===== config.mk =====
export PLATFORM = sky130hd
export DESIGN_NAME = bounded_stack_with_indexed_access_flat
export DESIGN_NICKNAME = d
export VERILOG_FILES = /design/src/rtl/bstk_pkg.sv /design/src/rtl/bstk_req_if.sv /design/src/rtl/bstk_rsp_if.sv /design/src/rtl/bounded_stack_with_indexed_access.sv /design/src/rtl/bstk_ram.sv /design/src/rtl/bstk_ctrl.sv /design/src/rtl/bstk_dp.sv /design/src/flat_wrapper.sv
export SDC_FILE = /design/constraint.sdc
export NUM_CORES = 1
export LEC_CHECK = 0
export BUFFER_PORTS_ARGS = -buffer_cell sky130_fd_sc_hd__clkbuf_2
export CORE_MARGIN = 2
export CORE_UTILIZATION = 45
export CTS_CLUSTER_SIZE = 30
export DETAILED_ROUTE_END_ITERATION = 10
export GPL_ROUTABILITY_DRIVEN = 0
export MAX_ROUTING_LAYER = met4
export PLACE_DENSITY_LB_ADDON = 0.05
export SLEW_MARGIN = 25
export SYNTH_ARGS = -nofsm -noshare
export SYNTH_HDL_FRONTEND = slang
export SYNTH_HIERARCHICAL = 1
export SYNTH_SLANG_ARGS = --single-unit

===== constraint.sdc =====
create_clock -name clk -period 5.1 [get_ports clk]
set_input_delay 1.02 -clock clk [delete_from_list [all_inputs] [get_ports clk]]
set_output_delay 1.02 -clock clk [all_outputs]
set_load 0.05 [all_outputs]

===== src/rtl/bstk_pkg.sv =====
package bstk_pkg;

    // Stack geometry
    localparam int DEPTH  = 8;
    localparam int ADDR_W = (DEPTH > 1) ? $clog2(DEPTH) : 1;
    localparam int CNT_W  = $clog2(DEPTH + 1);

    // Field widths fixed by the request and response formats
    localparam int MODE_W = 2;
    localparam int POS_W  = 4;
    localparam int WORD_W = 32;
    localparam int STAT_W = 2;

    // Width used to compare a position against the fill count
    localparam int CMP_W = (CNT_W > POS_W) ? CNT_W : POS_W;

    typedef enum logic [MODE_W-1:0] {
        MODE_PUSH   = 2'd0,
        MODE_POP    = 2'd1,
        MODE_PEEK   = 2'd2,
        MODE_CHANGE = 2'd3
    } mode_t;

    typedef enum logic [STAT_W-1:0] {
        STAT_OK        = 2'd0,
        STAT_OVERFLOW  = 2'd1,
        STAT_UNDERFLOW = 2'd2,
        STAT_BADPOS    = 2'd3
    } status_t;

    typedef enum logic {
        ST_IDLE = 1'b0,
        ST_RESP = 1'b1
    } state_t;

    // Controller to datapath commands
    typedef struct packed {
        logic exec;  // request transfer: check, access memory, update count
        logic load;  // move the pending result into the output register
    } cmd_t;

endpackage


===== src/rtl/bstk_req_if.sv =====
interface bstk_req_if;

    logic                                valid;
    logic                                ready;
    logic [bstk_pkg::MODE_W-1:0]         mode;
    logic [bstk_pkg::POS_W-1:0]          position;
    logic signed [bstk_pkg::WORD_W-1:0]  value;

    modport source (output valid, output mode, output position, output value, input ready);
    modport sink   (input valid, input mode, input position, input value, output ready);

endinterface


===== src/rtl/bstk_rsp_if.sv =====
interface bstk_rsp_if;

    logic                                valid;
    logic                                ready;
    logic [bstk_pkg::STAT_W-1:0]         status;
    logic signed [bstk_pkg::WORD_W-1:0]  data;
    logic [bstk_pkg::POS_W-1:0]          count;

    modport source (output valid, output status, output data, output count, input ready);
    modport sink   (input valid, input status, input data, input count, output ready);

endinterface


===== src/rtl/bounded_stack_with_indexed_access.sv =====
// LIFO stack of signed 32-bit words, bstk_pkg::DEPTH entries deep, with push,
// pop, peek and change at a position counted from the top (1 is the top).
// Every request transfer gives exactly one response: status, the word read
// (zero unless a pop or peek succeeds) and the fill count afterwards. A request
// is checked, the fill count updated and the entry RAM accessed in the idle state;
// in the response state the registered RAM read moves into the output register
// once that register is free, and only then is the next request taken.
// The block is ready straight after reset with an empty stack; the entry RAM
// is not cleared, and no entry is read before it has been written.
module bounded_stack_with_indexed_access (
    input  logic        clk,
    input  logic        rst_n,
    bstk_req_if.sink    req,
    bstk_rsp_if.source  rsp
);

    bstk_pkg::cmd_t cmd;
    logic           in_ready;
    logic           out_valid;

    // Sequencing of request and response transfers
    bstk_ctrl u_ctrl (
        .clk       (clk),
        .rst_n     (rst_n),
        .in_valid  (req.valid),
        .in_ready  (in_ready),
        .out_valid (out_valid),
        .out_ready (rsp.ready),
        .cmd       (cmd)
    );

    // Stack store, fill count and result registers
    bstk_dp u_dp (
        .clk      (clk),
        .rst_n    (rst_n),
        .cmd      (cmd),
        .mode     (req.mode),
        .position (req.position),
        .value    (req.value),
        .status   (rsp.status),
        .data     (rsp.data),
        .count    (rsp.count)
    );

    assign req.ready = in_ready;
    assign rsp.valid = out_valid;

endmodule


===== src/rtl/bstk_ram.sv =====
module bstk_ram #(
    parameter int WIDTH = 32,
    parameter int DEPTH = 8
) (
    input  logic                                    clk,
    input  logic                                    we,
    input  logic [((DEPTH > 1) ? $clog2(DEPTH) : 1)-1:0] waddr,
    input  logic [WIDTH-1:0]                        wdata,
    input  logic                                    re,
    input  logic [((DEPTH > 1) ? $clog2(DEPTH) : 1)-1:0] raddr,
    output logic [WIDTH-1:0]                        rdata
);

    logic [WIDTH-1:0] mem [DEPTH];
    logic [WIDTH-1:0] rdata_reg;

    // Single write port, registered read port
    always_ff @(posedge clk)
    begin
        if (we)
        begin
            mem[waddr] <= wdata;
        end
        if (re)
        begin
            rdata_reg <= mem[raddr];
        end
    end

    assign rdata = rdata_reg;

endmodule


===== src/rtl/bstk_ctrl.sv =====
module bstk_ctrl (
    input  logic              clk,
    input  logic              rst_n,
    input  logic              in_valid,
    output logic              in_ready,
    output logic              out_valid,
    input  logic              out_ready,
    output bstk_pkg::cmd_t    cmd
);

    bstk_pkg::state_t state_reg, state_next;
    logic             out_valid_reg, out_valid_next;
    logic             out_free;

    // Output register can take a new result this cycle
    assign out_free = !out_valid_reg || out_ready;

    // Next state
    always_comb
    begin
        state_next = state_reg;
        unique case (state_reg)
            bstk_pkg::ST_IDLE:
            begin
                if (in_valid)
                begin
                    state_next = bstk_pkg::ST_RESP;
                end
            end
            bstk_pkg::ST_RESP:
            begin
                if (out_free)
                begin
                    state_next = bstk_pkg::ST_IDLE;
                end
            end
            default:
            begin
                state_next = bstk_pkg::ST_IDLE;
            end
        endcase
    end

    // Outputs and commands
    always_comb
    begin
        in_ready = 1'b0;
        cmd      = '0;
        unique case (state_reg)
            bstk_pkg::ST_IDLE:
            begin
                in_ready = 1'b1;
                cmd.exec = in_valid;
            end
            bstk_pkg::ST_RESP:
            begin
                cmd.load = out_free;
            end
            default:
            begin
                in_ready = 1'b0;
            end
        endcase
    end

    // Output valid flag
    always_comb
    begin
        priority if (cmd.load)
        begin
            out_valid_next = 1'b1;
        end
        else if (out_ready)
        begin
            out_valid_next = 1'b0;
        end
        else
        begin
            out_valid_next = out_valid_reg;
        end
    end

    always_ff @(posedge clk or negedge rst_n)
    begin
        if (!rst_n)
        begin
            state_reg     <= bstk_pkg::ST_IDLE;
            out_valid_reg <= 1'b0;
        end
        else
        begin
            state_reg     <= state_next;
            out_valid_reg <= out_valid_next;
        end
    end

    assign out_valid = out_valid_reg;

endmodule


===== src/rtl/bstk_dp.sv =====
module bstk_dp (
    input  logic                                clk,
    input  logic                                rst_n,
    input  bstk_pkg::cmd_t                      cmd,
    input  logic [bstk_pkg::MODE_W-1:0]         mode,
    input  logic [bstk_pkg::POS_W-1:0]          position,
    input  logic signed [bstk_pkg::WORD_W-1:0]  value,
    output logic [bstk_pkg::STAT_W-1:0]         status,
    output logic signed [bstk_pkg::WORD_W-1:0]  data,
    output logic [bstk_pkg::POS_W-1:0]          count
);

    localparam int AW = bstk_pkg::ADDR_W;
    localparam int CW = bstk_pkg::CNT_W;
    localparam int XW = bstk_pkg::CMP_W;

    logic [CW-1:0]                count_reg, count_next;
    bstk_pkg::status_t            pend_status_reg, pend_status_next;
    logic                         pend_rd_ok_reg, pend_rd_ok_next;
    bstk_pkg::status_t            out_status_reg;
    logic [bstk_pkg::WORD_W-1:0]  out_data_reg;
    logic [bstk_pkg::POS_W-1:0]   out_count_reg;

    logic                         full, empty;
    logic [XW-1:0]                count_wide, pos_wide, slot_wide;
    logic                         we, re;
    logic [AW-1:0]                waddr, raddr;
    logic [bstk_pkg::WORD_W-1:0]  rdata;

    assign full       = (count_reg == CW'(bstk_pkg::DEPTH));
    assign empty      = (count_reg == '0);
    assign count_wide = XW'(count_reg);
    assign pos_wide   = XW'(position);
    assign slot_wide  = count_wide - pos_wide;

    // Request decode: status, memory access and new fill count
    always_comb
    begin
        count_next       = count_reg;
        pend_status_next = bstk_pkg::STAT_OK;
        pend_rd_ok_next  = 1'b0;
        we               = 1'b0;
        re               = 1'b0;
        waddr            = count_reg[AW-1:0];
        raddr            = slot_wide[AW-1:0];
        unique case (bstk_pkg::mode_t'(mode))
            bstk_pkg::MODE_PUSH:
            begin
                if (full)
                begin
                    pend_status_next = bstk_pkg::STAT_OVERFLOW;
                end
                else
                begin
                    we         = cmd.exec;
                    count_next = count_reg + CW'(1);
                end
            end
            bstk_pkg::MODE_POP:
            begin
                if (empty)
                begin
                    pend_status_next = bstk_pkg::STAT_UNDERFLOW;
                end
                else
                begin
                    count_next      = count_reg - CW'(1);
                    raddr           = count_next[AW-1:0];
                    re              = cmd.exec;
                    pend_rd_ok_next = 1'b1;
                end
            end
            bstk_pkg::MODE_PEEK, bstk_pkg::MODE_CHANGE:
            begin
                priority if (empty)
                begin
                    pend_status_next = bstk_pkg::STAT_UNDERFLOW;
                end
                else if (pos_wide == '0 || pos_wide > count_wide)
                begin
                    pend_status_next = bstk_pkg::STAT_BADPOS;
                end
                else if (bstk_pkg::mode_t'(mode) == bstk_pkg::MODE_PEEK)
                begin
                    re              = cmd.exec;
                    pend_rd_ok_next = 1'b1;
                end
                else
                begin
                    waddr = slot_wide[AW-1:0];
                    we    = cmd.exec;
                end
            end
            default:
            begin
                pend_status_next = bstk_pkg::STAT_OK;
            end
        endcase
    end

    // Entry store
    bstk_ram #(
        .WIDTH (bstk_pkg::WORD_W),
        .DEPTH (bstk_pkg::DEPTH)
    ) u_ram (
        .clk   (clk),
        .we    (we),
        .waddr (waddr),
        .wdata (value),
        .re    (re),
        .raddr (raddr),
        .rdata (rdata)
    );

    // Fill count
    always_ff @(posedge clk or negedge rst_n)
    begin
        if (!rst_n)
        begin
            count_reg <= '0;
        end
        else if (cmd.exec)
        begin
            count_reg <= count_next;
        end
    end

    // Pending result, held until the output register is free
    always_ff @(posedge clk)
    begin
        if (cmd.exec)
        begin
            pend_status_reg <= pend_status_next;
            pend_rd_ok_reg  <= pend_rd_ok_next;
        end
    end

    // Output register
    always_ff @(posedge clk)
    begin
        if (cmd.load)
        begin
            out_status_reg <= pend_status_reg;
            out_data_reg   <= pend_rd_ok_reg ? rdata : '0;
            out_count_reg  <= count_wide[bstk_pkg::POS_W-1:0];
        end
    end

    assign status = out_status_reg;
    assign data   = out_data_reg;
    assign count  = out_count_reg;

endmodule

===== src/flat_wrapper.sv =====
// flat-port wrapper written by rule: the top's interface ports become plain ports
module bounded_stack_with_indexed_access_flat 
  (clk, rst_n, req_valid, req_mode, req_position, req_value, req_ready, rsp_valid, rsp_status, rsp_data, rsp_count, rsp_ready);
  bstk_req_if req_i ();
  bstk_rsp_if rsp_i ();
  input  logic clk;
  input  logic rst_n;
  input wire logic [$bits(req_i.valid)-1:0] req_valid;
  input wire logic [$bits(req_i.mode)-1:0] req_mode;
  input wire logic [$bits(req_i.position)-1:0] req_position;
  input wire logic [$bits(req_i.value)-1:0] req_value;
  output wire logic [$bits(req_i.ready)-1:0] req_ready;
  output wire logic [$bits(rsp_i.valid)-1:0] rsp_valid;
  output wire logic [$bits(rsp_i.status)-1:0] rsp_status;
  output wire logic [$bits(rsp_i.data)-1:0] rsp_data;
  output wire logic [$bits(rsp_i.count)-1:0] rsp_count;
  input wire logic [$bits(rsp_i.ready)-1:0] rsp_ready;
  assign req_i.valid = req_valid;
  assign req_i.mode = req_mode;
  assign req_i.position = req_position;
  assign req_i.value = req_value;
  assign req_ready = req_i.ready;
  assign rsp_valid = rsp_i.valid;
  assign rsp_status = rsp_i.status;
  assign rsp_data = rsp_i.data;
  assign rsp_count = rsp_i.count;
  assign rsp_i.ready = rsp_ready;
  bounded_stack_with_indexed_access u_core (.clk(clk), .rst_n(rst_n), .req(req_i), .rsp(rsp_i));
endmodule

==> metrics.txt <==
Avg Cell Area, Syn=22.6 sq um; I/O pin cnt=82; GRT Overall Usage=17.4%; Worst setup EP type=register; Vias/cell=5.35; Congestion Overflow GR=0; first-pass GRT wire length=38300 um; Vias=5876; ys async rst share=1.79%; Fin. Hold Viols=0; Placed Cells=1034; Met2 Wirelength=12400 um; Period minus WS final=3.59 ns; Post-synth top cells=329 x edfxtp_1, 40 x mux4_1, 33 x and2_1; Clock Sinks=335; Worst Path Required=5.32 ns; initial core utilization=45.4%; Die X=174 um; Slew @ Worst Pin=0.861 ns; # diodes=0; Rel. slew slack=41.4%; Post-synth EDFFs=329; Primary FF master, synth=edfxtp_1; crit-path cells=clkbuf_2 -> inv_1 -> ha_1 -> nand4_1 -> a21oi_1 -> nand3_2 -> mux2i_1 -> nand2_1 -> nor2_4 -> buf_4; initial antenna violation count=0; max reg flops=256; IO buf count=81; Netlist Area Pre-Place=0.0130 sq mm; drt total wl=24600 um; met3 wire len=971 um; CTS tree=built; worst-skew pair later-pin latency=0.51 ns; Mapped Cells=573; DIE HEIGHT=174 um; skew final=0.00852 ns; die area=0.0302 sq mm; WP data arrival=3.81 ns; total CTS buffers=37; cell taking the most area after synthesis=edfxtp_1; Max Used Layer=met4; antenna viol nets, final=0; Buf+Inv Stages, Crit Path=3; Synth top area share=76.2%; drt pass-1 iters=5; vias in the first global route=6381; synth top area cells=edfxtp_1 76%, mux4_1 8.1%, mux4_2 4.2%; Placed Area=0.0140 sq mm; wire length on met1=10700 um; Final Setup Violations=0; #FFs+latches synth=335; Leak Pwr=5.16 nW; Finished Layout Cells=1098; synth-to-layout area growth=16.7%; # hold bufs at CTS=0; Clk Tree Root Cell=clkbuf_16; Finished Cell Area=0.0151 sq mm; Slowest-stage cell, CP=nor2_4; Core Region=0.0285 sq mm; syn nets=624; number of fill cells=2321; largest net degree at the start of global routing=48; final worst-path cycle share=70.4%; DRC=0; delay-heaviest family, CP=simple AND/OR/NAND/NOR gates; Critical Path Source Type=input port; Post-CTS Setup Bufs=0; number of synthesis warnings=6; register area share after synthesis=77.3%; power per cell area=550 mW/mm^2; Max clock buf depth=3; RSZ-0062 raised after global routing=false; CP Max Fanout=22; Final Max Slew Viols=0; top-count cell post-synth=edfxtp_1; fmax=278 MHz; post_cts resized=0; layout cells sized above 1=31.8%; crit-path max cell delay=0.68 ns; Final TNS setup=0 ns; floorplan row count=62; final core utilization=53.0%; initial DRC count=311; NumNets Final=740; VDD IR-drop max=0.000305 V; Synth cell types=45; post-DR wirelength/cell=22.4 um; clock slew seen by the registers of the worst setup and hold paths=0.06 ns; critical path type=in -> reg; max cap viols=0; Worst Hold Class=in -> async; htree depth=2; HPWL Detailed=14400 um; status=finished, final reports clean
-- cell type report --
type                       count  area, sq um  area share (%)
sequential                   335        10000            66.2
multi-input combinational    207         2840            18.8
clock buffer                  50         1050            6.92
timing repair buffer         101          626            4.13
tap                          384          480            3.17
clock inverter                14         92.6           0.612
inverter                       7         26.3           0.174
-- report_power, final --
part           leakage (nW)  switching [mW]  total (mW)  internal (mW)
logic                  1.54            1.27        2.39           1.12
registers              3.06          0.0763        3.46           3.38
clock network         0.557           0.991        2.47           1.48
-- worst reg2reg max path, cell delays in order, from the launching register on --
cell and delay (ns):
dfrtp_1 0.49, inv_1 0.18, ha_1 0.22, or3b_4 0.42, and3_4 0.20, nand3_2 0.11
mux2i_1 0.45, nand2_1 0.23, nor2_4 0.68, buf_4 0.31
-- final timing paths --
| check | to | from | depth (start not counted) | slack (ns) |
|---|---|---|---|---|
| hold reg to reg | u_core/u_dp/status[0] | u_core/u_dp/pend_status_reg[0] | 0 | 0.43 |
| max in group asynchronous | u_core/u_ctrl/state_reg | rst_n | 1 | 4.62 |
| setup reg to reg | u_core/u_dp/u_ram/mem[3][6] | u_core/u_dp/count_reg[0] | 9 | 1.52 |
| min in group clk | u_core/u_dp/status[0] | u_core/u_dp/pend_status_reg[0] | 0 | 0.43 |
| setup / recovery | u_core/u_dp/u_ram/mem[3][6] | req_position[0] | 10 | 1.51 |
| hold / removal | u_core/u_dp/count_reg[0] | rst_n | 1 | 0.33 |
-- metrics by stage --
| step | setup WS, ns | power (mW) | hold WS, ns |
|---|---|---|---|
| final | 1.51 | 8.32 | 0.326 |
| after global routing | 1.28 | 8.72 | 0.326 |
| after CTS | 1.48 | 8.46 | 0.315 |
| after detailed placement | 0.987 | 5.96 | 0.407 |
| after global placement | 1.04 | 5.93 | 0.421 |
| after floorplan | 0.129 | 5.27 | 0.400 |
-- cells by family after synthesis --
group	Yosys count	share of synthesized area, %
adders and majority gates	9	0.926
and+or+nand+nor	74	3.40
buffers and inverters	31	1.50
DFF	335	77.3
muxes	100	15.4
xor gates and xnor gates	6	0.405
AOI/OAI and AO/OA	18	1.08
-- layer usage --
metal | track usage (%) | vias up
met5 | - | -
met3 | 3.33 | 48
met4 | 4.41 | 0
met2 | 28.5 | 129
met1 | 22.6 | 3090
li1 | - | 2609
-- layout by cell type, fill, tap and decap left out, types with 9 or more instances in the layout --
cell / n
buf_4: 14
nand2_1: 9
clkbuf_16: 39
clkbuf_2: 81
mux4_1: 40
and2_1: 32
mux2_2: 32
mux4_2: 24
edfxtp_1: 329
Note: power is estimated with default switching activity, not from simulation.
